`src/rtl/core/xcfp_pkg.sv`:
```
package xcfp_pkg;

   localparam int unsigned ByteWidth   = 8;
   localparam int unsigned StatusWidth = 2;
   localparam int unsigned AddrWidth   = 3;
   localparam int unsigned DataWidth   = 32;

   localparam logic [ByteWidth-1:0] MarkerReset = 8'h55;

   // register indexes on the csr port
   localparam logic [0:0] RegStartMarker = 1'b0;

   typedef logic [ByteWidth-1:0] byte_type;

   typedef enum logic [StatusWidth-1:0] {
      STATUS_NONE     = 2'd0,
      STATUS_VALID    = 2'd1,
      STATUS_MISMATCH = 2'd2
   } status_type;

   typedef enum logic [4:0] {
      PH_WAIT  = 5'b00001,
      PH_ID    = 5'b00010,
      PH_LEN   = 5'b00100,
      PH_DATA  = 5'b01000,
      PH_CHECK = 5'b10000
   } phase_type;

   typedef struct packed {
      status_type status;
      byte_type   frame_id;
      byte_type   frame_length;
      byte_type   payload_byte;
      logic       payload_strobe;
   } result_type;

endpackage

```
`src/rtl/core/xor_checksum_frame_parser.sv`:
```
// Byte-stream deframer: hunts for the start marker (csr register 0, reset 0x55), then
// takes an id byte, a length byte, that many payload bytes and a checksum byte, which
// must equal the XOR of id, length and payload. Every accepted byte yields one result
// transfer: status 0 while a frame is in progress or no frame is open, 1 for a good
// checksum, 2 for a mismatch; payload bytes are passed through with payload_strobe set.
// One byte is taken every cycle while req_ready is high; its result is registered in a two-entry
// output buffer, and req_ready drops only when that buffer is full. The marker is not
// looked for inside a frame. Write the marker only while the stream is idle.
module xor_checksum_frame_parser (
   input  logic                           clock,
   input  logic                           reset,
   input  logic                           req_valid,
   output logic                           req_ready,
   input  logic [7:0]                     req_rx_byte,
   output logic                           rsp_valid,
   input  logic                           rsp_ready,
   output logic [1:0]                     rsp_status,
   output logic [7:0]                     rsp_frame_id,
   output logic [7:0]                     rsp_frame_length,
   output logic [7:0]                     rsp_payload_byte,
   output logic                           rsp_payload_strobe,
   input  logic                           csr_psel,
   input  logic                           csr_penable,
   input  logic                           csr_pwrite,
   input  logic [xcfp_pkg::AddrWidth-1:0] csr_paddr,
   input  logic [xcfp_pkg::DataWidth-1:0] csr_pwdata,
   output logic [xcfp_pkg::DataWidth-1:0] csr_prdata,
   output logic                           csr_pready
);
   import xcfp_pkg::*;

   byte_type   start_marker;
   result_type next_result;
   result_type out_data;
   logic       take;
   logic       space;

   assign take      = req_valid && space;
   assign req_ready = space;

   xcfp_csr u_csr (
      .clock        (clock),
      .reset        (reset),
      .csr_psel     (csr_psel),
      .csr_penable  (csr_penable),
      .csr_pwrite   (csr_pwrite),
      .csr_paddr    (csr_paddr),
      .csr_pwdata   (csr_pwdata),
      .csr_prdata   (csr_prdata),
      .csr_pready   (csr_pready),
      .start_marker (start_marker)
   );

   xcfp_parser u_parser (
      .clock        (clock),
      .reset        (reset),
      .take         (take),
      .rx_byte      (req_rx_byte),
      .start_marker (start_marker),
      .result       (next_result)
   );

   xcfp_out_buf u_out_buf (
      .clock     (clock),
      .reset     (reset),
      .push      (take),
      .push_data (next_result),
      .space     (space),
      .out_valid (rsp_valid),
      .out_ready (rsp_ready),
      .out_data  (out_data)
   );

   assign rsp_status         = out_data.status;
   assign rsp_frame_id       = out_data.frame_id;
   assign rsp_frame_length   = out_data.frame_length;
   assign rsp_payload_byte   = out_data.payload_byte;
   assign rsp_payload_strobe = out_data.payload_strobe;

endmodule

```
`src/rtl/core/xcfp_csr.sv`:
```
module xcfp_csr (
   input  logic                           clock,
   input  logic                           reset,
   input  logic                           csr_psel,
   input  logic                           csr_penable,
   input  logic                           csr_pwrite,
   input  logic [xcfp_pkg::AddrWidth-1:0] csr_paddr,
   input  logic [xcfp_pkg::DataWidth-1:0] csr_pwdata,
   output logic [xcfp_pkg::DataWidth-1:0] csr_prdata,
   output logic                           csr_pready,
   output xcfp_pkg::byte_type             start_marker
);
   import xcfp_pkg::*;

   byte_type   marker_ff;
   logic [0:0] reg_index;
   logic       wr_en;

   assign reg_index = csr_paddr[2:2];
   assign wr_en     = csr_psel && csr_penable && csr_pwrite;

   always_ff @(posedge clock) begin
      if (reset) begin
         marker_ff <= MarkerReset;
      end else if (wr_en && (reg_index == RegStartMarker)) begin
         marker_ff <= csr_pwdata[ByteWidth-1:0];
      end
   end

   always_comb begin
      csr_prdata = '0;
      if (reg_index == RegStartMarker) begin
         csr_prdata = {{(DataWidth-ByteWidth){1'b0}}, marker_ff};
      end
   end

   assign csr_pready   = 1'b1;
   assign start_marker = marker_ff;

endmodule

```
`src/rtl/core/xcfp_parser.sv`:
```
module xcfp_parser (
   input  logic                   clock,
   input  logic                   reset,
   input  logic                   take,
   input  xcfp_pkg::byte_type     rx_byte,
   input  xcfp_pkg::byte_type     start_marker,
   output xcfp_pkg::result_type   result
);
   import xcfp_pkg::*;

   phase_type phase_ff, phase_in;
   byte_type  count_ff, count_in;
   byte_type  length_ff, length_in;
   byte_type  id_ff, id_in;
   byte_type  xor_ff, xor_in;

   always_comb begin
      phase_in  = phase_ff;
      count_in  = count_ff;
      length_in = length_ff;
      id_in     = id_ff;
      xor_in    = xor_ff;
      result    = '{status: STATUS_NONE, frame_id: '0, frame_length: '0,
                    payload_byte: '0, payload_strobe: 1'b0};
      case (phase_ff)
         PH_ID: begin
            id_in    = rx_byte;
            xor_in   = rx_byte;
            phase_in = PH_LEN;
         end
         PH_LEN: begin
            length_in = rx_byte;
            xor_in    = xor_ff ^ rx_byte;
            count_in  = '0;
            // empty frame goes straight to the checksum
            phase_in  = (rx_byte == '0) ? PH_CHECK : PH_DATA;
         end
         PH_DATA: begin
            xor_in                = xor_ff ^ rx_byte;
            count_in              = count_ff + 1'b1;
            result.payload_strobe = 1'b1;
            result.payload_byte   = rx_byte;
            if (count_in >= length_ff) begin
               phase_in = PH_CHECK;
            end
         end
         PH_CHECK: begin
            result.status = (xor_ff == rx_byte) ? STATUS_VALID : STATUS_MISMATCH;
            phase_in      = PH_WAIT;
         end
         default: begin
            if (rx_byte == start_marker) begin
               xor_in   = '0;
               count_in = '0;
               phase_in = PH_ID;
            end else begin
               phase_in = PH_WAIT;
            end
         end
      endcase
      result.frame_id     = id_in;
      result.frame_length = length_in;
   end

   always_ff @(posedge clock) begin
      if (reset) begin
         phase_ff  <= PH_WAIT;
         count_ff  <= '0;
         length_ff <= '0;
         id_ff     <= '0;
         xor_ff    <= '0;
      end else if (take) begin
         phase_ff  <= phase_in;
         count_ff  <= count_in;
         length_ff <= length_in;
         id_ff     <= id_in;
         xor_ff    <= xor_in;
      end
   end

endmodule

```
`src/rtl/core/xcfp_out_buf.sv`:
```
module xcfp_out_buf (
   input  logic                 clock,
   input  logic                 reset,
   input  logic                 push,
   input  xcfp_pkg::result_type push_data,
   output logic                 space,
   output logic                 out_valid,
   input  logic                 out_ready,
   output xcfp_pkg::result_type out_data
);
   import xcfp_pkg::*;

   result_type main_ff, skid_ff;
   logic       main_valid_ff, skid_valid_ff;
   logic       pop;

   assign pop = main_valid_ff && out_ready;

   always_ff @(posedge clock) begin
      if (reset) begin
         main_valid_ff <= 1'b0;
         skid_valid_ff <= 1'b0;
      end else if (skid_valid_ff) begin
         if (pop) begin
            skid_valid_ff <= 1'b0;
         end
      end else if (push) begin
         if (!main_valid_ff || pop) begin
            main_valid_ff <= 1'b1;
         end else begin
            skid_valid_ff <= 1'b1;
         end
      end else if (pop) begin
         main_valid_ff <= 1'b0;
      end
   end

   always_ff @(posedge clock) begin
      if (skid_valid_ff) begin
         if (pop) begin
            main_ff <= skid_ff;
         end
      end else if (push) begin
         if (!main_valid_ff || pop) begin
            main_ff <= push_data;
         end else begin
            skid_ff <= push_data;
         end
      end
   end

   assign space     = !skid_valid_ff;
   assign out_valid = main_valid_ff;
   assign out_data  = main_ff;

endmodule

```
`config.mk`:
```
export PLATFORM = sky130hd
export DESIGN_NAME = xor_checksum_frame_parser
export DESIGN_NICKNAME = d
export VERILOG_FILES = /design/src/rtl/core/xcfp_pkg.sv /design/src/rtl/core/xor_checksum_frame_parser.sv /design/src/rtl/core/xcfp_csr.sv /design/src/rtl/core/xcfp_parser.sv /design/src/rtl/core/xcfp_out_buf.sv
export SDC_FILE = /design/constraint.sdc
export NUM_CORES = 1
export LEC_CHECK = 0
export BUFFER_PORTS_ARGS = -buffer_cell sky130_fd_sc_hd__buf_2
export CAP_MARGIN = 20
export CORE_MARGIN = 10
export CORE_UTILIZATION = 50
export CTS_BUF_LIST = sky130_fd_sc_hd__clkbuf_8
export CTS_CLUSTER_SIZE = 40
export DETAILED_ROUTE_END_ITERATION = 16
export GPL_ROUTABILITY_DRIVEN = 1
export GPL_TIMING_DRIVEN = 0
export PLACE_DENSITY = 0.74
export SETUP_SLACK_MARGIN = 0.15
export SYNTH_ARGS = -nofsm -noshare
export SYNTH_HDL_FRONTEND = slang
export SYNTH_SLANG_ARGS = --single-unit
export TNS_END_PERCENT = 1
```
`constraint.sdc`:
```
create_clock -name clock -period 8.6 [get_ports clock]
set_input_delay 0.43 -clock clock [delete_from_list [all_inputs] [get_ports clock]]
set_output_delay 0.43 -clock clock [all_outputs]
set_load 0.005 [all_outputs]
```
# Yosys cells after proc, flatten, opt, wreduce, memory -nomap -nowiden

Index checks and enable logic that the tools add are counted.

Register bits after elaboration: 101
Output and inout bits: 62

$add $sub $neg: 1
Bitwise logic cells: 6
Order comparisons: 1
Eq/ne operators: 9
Reduce and logical (&&, ||, !) cells: 22
Muxes and demuxes: 24

Operators with widths:

| operator            | number |
|---|---|
| $mux 27             | 4 |
| $pmux 8 s3          | 2 |
| $mux 8              | 4 |
| $pmux 5 s4          | 1 |
| $eq 8x8->1          | 2 |
| $reduce_and 3->1    | 5 |
| $mux 5              | 2 |
| $mux 9              | 1 |
| $add 8x1->8 const B | 1 |
| $ge 8x8->1          | 1 |
| $logic_not 8->1     | 1 |
| $xor 8x8->8         | 1 |
| $mux 1              | 7 |
| $mux 2              | 3 |
| $reduce_bool 2->1   | 3 |
| $reduce_bool 3->1   | 2 |
| $eq 5x2->1 const B  | 1 |
| $eq 5x3->1 const B  | 1 |
| $eq 5x4->1 const B  | 1 |
| $eq 5x5->1 const B  | 1 |
| $logic_and 1x1->1   | 5 |
| $not 1->1           | 5 |
| $ne 2x1->1 const B  | 2 |
| $reduce_or 2->1     | 2 |
| 4 further kinds     | 5 |

# Longest topological paths before layout

Gate-level depths: netlist of the first run.

Word-level depth: 6
Depth in mapped cells: 10
Gate-level depth less buffers: 10

# By module

Synthesis of the first run repeated with hierarchy kept, for this count alone.

Cell total of the unflattened synthesis: 467
Area total of the unflattened synthesis: 5,152.4 µm²

Modules (own cells, without submodules):

| module                    | cells an instance | instances | area an instance (µm²) |
|---|---|---|---|
| xcfp_parser               | 299               | 1         | 2,474.9 |
| xcfp_out_buf              | 97                | 1         | 2,060.7 |
| xcfp_csr                  | 70                | 1         | 610.6 |
| xor_checksum_frame_parser | 1                 | 1         | 6.3 |

# Worst setup path before layout of the first run

No wires, ideal clock.

Path kind: in2reg
From: input port req_valid
To: register u_out_buf.main_ff (netlist bit u_out_buf.out_data[0]) (enable)
Required time: 8,180 ps
Arrival time: 2,570 ps
Cell stages on the path: 5
Library setup time: 420 ps
Slack: 5,610 ps
Cells stage by stage: nor2b_1 > clkbuf_1 > buf_1 > a21oi_1 > a21oi_1

Word-level cells in the longest chain between the ends: 3

RTL lines:

| element                     | RTL line                        | text |
|---|---|---|
| start: declaration          | xor_checksum_frame_parser.sv:12 | `input logic req_valid,` |
| $logic_and 1x1->1           | xor_checksum_frame_parser.sv:38 | `assign take = req_valid && space;` |
| $reduce_bool 2->1 (no line) | --                              |  |
| $reduce_and 3->1 (no line)  | --                              |  |
| end signal: assignment      | xcfp_out_buf.sv:41              | `main_ff <= skid_ff;` |
| end signal: assignment      | xcfp_out_buf.sv:45              | `main_ff <= push_data;` |
| end: declaration            | xcfp_out_buf.sv:13              | `result_type main_ff, skid_ff;` |

Every way passes these cells.
A chain may end at the register's enable or synchronous reset.

# Final worst setup path of the first run

From: register u_parser.count_ff[2]
To: register u_parser.phase_ff[3]

Word-level cells in the longest chain between the ends: 4

RTL lines:

| element                    | RTL line          | text |
|---|---|---|
| start: declaration         | xcfp_parser.sv:12 | `byte_type count_ff, count_in;` |
| start signal: assignment   | xcfp_parser.sv:74 | `count_ff <= count_in;` |
| $add 8x1->8                | xcfp_parser.sv:40 | `count_in = count_ff + 1'b1;` |
| $ge 8x8->1                 | xcfp_parser.sv:43 | `if (count_in >= length_ff) begin` |
| $ne 2x1->1 (no line)       | --                |  |
| $reduce_and 2->1 (no line) | --                |  |
| end signal: assignment     | xcfp_parser.sv:73 | `phase_ff <= phase_in;` |
| end: declaration           | xcfp_parser.sv:11 | `phase_type phase_ff, phase_in;` |

Every way passes these cells.

==> results of run 1 <==
logic make-up after synthesis:
group	after synthesis	synth area share [%]
AOI/OAI and AO/OA	94	11.4
xor gates and xnor gates	24	4.12
adders and majority gates	9	2.21
buffers and inverters	69	7.28
DFF	101	50.2
muxes	40	10.0
other	2	0.147
and+or+nand+nor	145	14.6
power by group through the flow:
stage | Combinational [mW] | Clock, mW | Sequential [mW]
finish | 0.122 | 0.324 | 0.543
CTS | 0.122 | 0.329 | 0.543
floorplan | 0.0757 | 0 | 0.554
global placement | 0.114 | 0 | 0.553
detailed placement | 0.122 | 0 | 0.554
global route | 0.135 | 0.349 | 0.545
placed cells by master (no fill, tap or decap), drive strengths merged, types with 16 or more instances in the layout:
master  Yosys  routed
buf        33      87
dfxtp      47      47
o21ai      21      21
mux2       40      40
clkbuf     23      32
conb        2      25
a211oi     16      16
a21oi      29      29
edfxtp     54      54
xor2       20      20
inv        13      16
nor2       45      45
nand2      25      25
area by class of cell:
type	instances	share of cell area, %
tap	133	2.82
multi-input combinational	337	38.4
sequential	101	43.5
clock buffer	9	2.10
buffer	56	5.48
timing repair buffer	54	5.35
inverter	13	0.828
clock inverter	7	1.57
state kept, by name, indices dropped and copies added, names as in the netlist:
| signal | flops |
|---|---|
| u_out_buf.out_data | 27 |
| u_out_buf.skid_ff | 27 |
| u_csr.start_marker | 8 |
| u_parser.count_ff | 8 |
| u_parser.id_ff | 8 |
| u_parser.length_ff | 8 |
| u_parser.xor_ff | 8 |
| u_parser.phase_ff | 5 |
| u_out_buf.out_valid | 1 |
| u_out_buf.skid_valid_ff | 1 |
metrics by stage:
step / total power [mW] / area [µm²] / instances
global route: 1.03 / 5890 / 710
detailed placement: 0.676 / 5680 / 694
CTS: 0.994 / 5890 / 710
finish: 0.989 / 5890 / 710
floorplan: 0.630 / 5190 / 507
global placement: 0.667 / 5620 / 692
worst max-delay path: stages (launching register included):
cell       delay (ps)
dfxtp_1           420
nand3_1           210
nor2_1            260
nand3_1           120
xnor2_1           180
ha_1              310
nand3_1           100
a2111oi_0         850
o21ai_0           300
a21oi_1           230
worst paths after layout:
path	from	end	slack, ps	cells past startpoint
setup / recovery	u_parser.count_ff[2]	u_parser.phase_ff[3]	5540	9
hold / removal	csr_pwdata[4]	u_csr.start_marker[4]	260	3
setup reg to reg	u_parser.count_ff[2]	u_parser.phase_ff[3]	5540	9
hold reg to reg	u_parser.length_ff[3]	u_parser.length_ff[3]	490	2
layer usage:
metal  share of wire [%]  vias up
met5                   0        -
met4                0.96        0
met3                 8.1       12
met2                  49      190
met1                  42     1837
li1                    -     1865
==> flow_summary.json, run 1 <==
{
  "seqPwrFrac_pct": 54.9,
  "die_width_um": 121,
  "synth_enable_flop_cells": 54,
  "synth-seq-area-share_pct": 50.2,
  "combPwrFrac_pct": 12.4,
  "core_um2": 9860,
  "yosys_warnings": 0,
  "die_h_um": 121,
  "antenna_found_initial": 0,
  "port_buffers": 52,
  "drc": 0,
  "worstMarginPinSlew_ps": 954,
  "fin_ws_ps": 5540,
  "p_sw_share_pct": 26.3,
  "grt_use_total_pct": 16.4,
  "dieArea_um2": 14700,
  "ctsHoldBuffers": 0,
  "cp.required_ps": 8890,
  "yosysMostFrequentCell": "edfxtp_1",
  "cts_buffer_depth": 2,
  "place.gp.congestion": 0.855,
  "grt_pass1_wl_um": 19300,
  "ant_nets": 0,
  "met2_usage_pct": 27.8,
  "p_per_area_nw_per_um2": 168,
  "end_kind": "flip-flop",
  "slew_headroom_pct": 34.7,
  "dp_hpwl_um": 8890,
  "vias_per_cell": 5.50,
  "min_period_ps": 3060,
  "cts_resized": 0,
  "synth_commonest_cells": "edfxtp_1, dfxtp_1, nor2_1",
  "synthCells": 484,
  "slew_violations": 0,
  "nFillCells": 813,
  "fin_worst_skew_ps": 11.9,
  "ff_latch_area_um2": 2560,
  "cp-start-kind": "flip-flop",
  "grt_pass1_vias": 3816,
  "post_cts.repair.setup_buffers": 0,
  "num_rows": 36,
  "numCtsBuffers": 9,
  "htreeDepth": 3,
  "multi_input_area_um2": 2260,
  "cts_tree": "built",
  "layout.nets": 631,
  "ys_types": 51,
  "clkPwrFrac_pct": 32.8,
  "status": "complete, no violations",
  "drt_iter0_drc": 274,
  "wl_um": 12200,
  "syn_avg_cell_area_um2": 10.5,
  "setup_viol": 0,
  "synth_top_cell_by_area": "edfxtp_1",
  "total_leakage_power_nw": 2.41,
  "cts_sinks": 101,
  "grt-ovfl-total": 0,
  "power.switching_mw": 0.260,
  "internal_power_mw": 0.729,
  "hold_violations": 0,
  "synthToLayoutAreaGrowth_pct": 15.4,
  "syn_area_um2": 5100,
  "synth.area.top_cells": "edfxtp_1, dfxtp_1, mux2_2",
  "hold_ws_ps": 263,
  "synthFlopType": "edfxtp_1",
  "synth_top_area_share_pct": 31.8,
  "clock_latency_ps": 380,
  "clockRootBuffer": "clkbuf_8",
  "fin_crit_sh_pct": 35.6,
  "ys_seq_elements": 101,
  "clkTransAtPathRegs_ps": 110,
  "cp_max_fo": 5,
  "pre_cts_slack_ps": 5680,
  "post_drt_wl_per_cell_um": 17.2,
  "rsz0062_at_grt": "no",
  "dr.pass1.iters": 5,
  "grt_util_met1_pct": 19.9,
  "holdCritPathClass": "in -> reg",
  "top_usage_layer": "met2",
  "setup_tns_ps": 0,
  "vdd_drop_max_v": 0.0000841,
  "synthArstFlopShare_pct": 0,
  "vias": 3904,
  "utilization_pct": 59.7,
  "grt_max_degree": 20,
  "max_cap_viol_count": 0,
  "critical_path_arrival_ps": 3350,
  "start_util_pct": 51.8,
  "grt_util_met3_pct": 4.42,
  "max_freq_ghz": 0.327,
  "critPathKind": "reg -> reg",
  "final_layout_size_suffix_gt1_share_pct": 26.0,
  "ios": 112,
  "diodes": 0
}
Power figures use the tool's default switching activity.
==> run 2: changes to the inputs <==
--- a/config.mk
+++ b/config.mk
@@ -14,7 +14,7 @@
 export DETAILED_ROUTE_END_ITERATION = 16
 export GPL_ROUTABILITY_DRIVEN = 1
 export GPL_TIMING_DRIVEN = 0
-export PLACE_DENSITY = 0.74
+export PLACE_DENSITY = 0.77
 export SETUP_SLACK_MARGIN = 0.15
 export SYNTH_ARGS = -nofsm -noshare
 export SYNTH_HDL_FRONTEND = slang
==> constraint.sdc (replaced) <==
create_clock -name clock -period 2.7 [get_ports clock]
set_input_delay 0.135 -clock clock [delete_from_list [all_inputs] [get_ports clock]]
set_output_delay 0.135 -clock clock [all_outputs]
set_load 0.005 [all_outputs]
==> run 2 against run 1 <==
Global-route usage decreased by 0.33 points. Wire length decreased by 1.6%. Maximum frequency increased by 24%. Clock skew about the same. Utilization increased by 1.4 points. First-iteration DRC count increased by 32%. Flip-flop and latch count unchanged. Register-to-register slack got worse by 5300 ps. Power increased to 3.2 times the previous value. Final cell count increased by 1.3%. Clock-buffer cell count unchanged. Critical path type unchanged. Largest cell class unchanged.
==> flow_summary.json, run 2 (same netlist as run 1, synthesis figures left out) <==
{
  "status": "complete, no violations",
  "die_h_um": 121,
  "rsz0062_at_grt": "yes",
  "place.gp.congestion": 0.864,
  "end_kind": "flip-flop",
  "p_per_area_nw_per_um2": 526,
  "clkTransAtPathRegs_ps": 110,
  "pre_cts_slack_ps": -109,
  "fin_worst_skew_ps": 11.6,
  "port_buffers": 52,
  "slew_headroom_pct": 51.2,
  "clock_latency_ps": 370,
  "drc": 0,
  "grt-ovfl-total": 0,
  "vdd_drop_max_v": 0.000315,
  "nFillCells": 781,
  "instances_no_fill": 719,
  "hold_ws_ps": 119,
  "r2r_setup_slack_ps": 240,
  "post-place-cells": 694,
  "htreeDepth": 3,
  "vias_per_cell": 5.47,
  "grt_use_total_pct": 16.1,
  "dr.pass1.iters": 5,
  "numCtsBuffers": 9,
  "post_drt_wl_per_cell_um": 16.7,
  "hold_violations": 0,
  "min_period_ps": 2460,
  "worstMarginPinSlew_ps": 732,
  "die_width_um": 121,
  "slew_violations": 0,
  "fin_crit_sh_pct": 91.2,
  "final_cell_mix": "buf_2, edfxtp_1, dfxtp_1",
  "cp_max_fo": 5,
  "grt_max_degree": 20,
  "place_area_um2": 5660,
  "drt_iter0_drc": 362,
  "grt_pass1_vias": 3798,
  "wl_um": 12000,
  "cp.required_ps": 2990,
  "setup_viol": 0,
  "critical_path_arrival_ps": 2750,
  "diodes": 0,
  "clockRootBuffer": "clkbuf_8",
  "vias": 3932,
  "final_layout_size_suffix_gt1_share_pct": 27.8,
  "critPathKind": "reg -> reg",
  "start_util_pct": 51.8,
  "ant_nets": 0,
  "holdCritPathClass": "in -> reg",
  "final_cell_area_um2": 6030,
  "setup_tns_ps": 0,
  "grt_pass1_wl_um": 19100,
  "cp-start-kind": "flip-flop",
  "total_leakage_power_nw": 2.45,
  "cts_sinks": 101,
  "cts_tree": "built",
  "layout.nets": 640,
  "mostFrequentLayoutCell": "buf_2",
  "fin_ws_ps": 238,
  "ios": 112,
  "num_rows": 36,
  "max_cap_viol_count": 0,
  "max_freq_ghz": 0.406,
  "antenna_found_initial": 0,
  "dieArea_um2": 14700,
  "synthToLayoutAreaGrowth_pct": 18.2,
  "dp_hpwl_um": 8670,
  "core_um2": 9860,
  "cts_buffer_depth": 2
}
run 2: cell types whose count changed in the layout (fill, tap and decap cells not counted), moves of 2 or more:
cell | before | now
nand3_1 | 10 | 8
nor2_2 | 0 | 2
dfxtp_2 | 0 | 2
dlygate4sd3_1 | 0 | 9
dfxtp_1 | 47 | 45
nand3_2 | 0 | 2
nor2_1 | 45 | 43
a2111oi_2 | 0 | 2
a2111oi_0 | 3 | 1
run 2: through the flow:
step           utilization [%]  power (mW)
3_5_place_dp              57.4        2.15
6_report                  61.1        3.17
3_3_place_gp              57.0        2.12
4_1_cts                   60.7        3.17
5_1_grt                   61.1        3.29
2_1_floorplan                -        2.01
run 2: path summary, 6_finish.rpt:
check | start | cells after the start | to
setup reg to reg | u_parser.count_ff[1] | 9 | u_parser.phase_ff[4]
hold / removal | reset | 4 | u_parser.count_ff[1]
hold reg to reg | u_csr.start_marker[5] | 2 | u_csr.start_marker[5]
setup / recovery | u_parser.count_ff[1] | 9 | u_parser.phase_ff[4]
run 2: area by class of cell:
| class | instances | area (µm²) | area share (%) |
|---|---|---|---|
| Multi-Input combinational cell | 337 | 2320 | 38.4 |
| Clock buffer | 9 | 124 | 2.05 |
| Buffer | 56 | 324 | 5.37 |
| Sequential cell | 101 | 2560 | 42.5 |
| Tap cell | 133 | 166 | 2.76 |
| Inverter | 13 | 48.8 | 0.809 |
| Timing Repair Buffer | 63 | 393 | 6.51 |
| Clock inverter | 7 | 93.8 | 1.56 |
run 2: critical path, cell delays in order (launching register included):
cell,delay (ps)
dfxtp_1,410
nand3_2,170
nor2_2,210
nand3_1,120
xnor2_1,170
ha_1,300
nand3_1,110
a2111oi_2,530
nor3_1,120
a311oi_1,260
run 2: where the power goes:
part | switching (mW) | total, mW | internal, mW
Combinational | 0.222 | 0.404 | 0.182
Sequential | 0.0286 | 1.73 | 1.70
Clock | 0.588 | 1.04 | 0.454
run 2: metal layers:
layer / part of all wire (%) / wire, µm / global-route usage (%) / up-vias
li1: - / - / - / 1881
met1: 42 / 5110 / 20.1 / 1847
met2: 48 / 5730 / 26.2 / 180
met3: 7.9 / 945 / 3.77 / 24
met4: 2.1 / 250 / 6.33 / 0
met5: 0 / 0 / 0 / -
run 2: repair_timing:
action | CTS | global route
hold endpoints to repair | 9 | 0
setup buffers | 0 | 0
endpoints found under the setup margin | 5 | 48
hold buffers | 9 | 0
pin swaps | 0 | 1
resized for setup | 5 | 13
gates cloned | 0 | 0
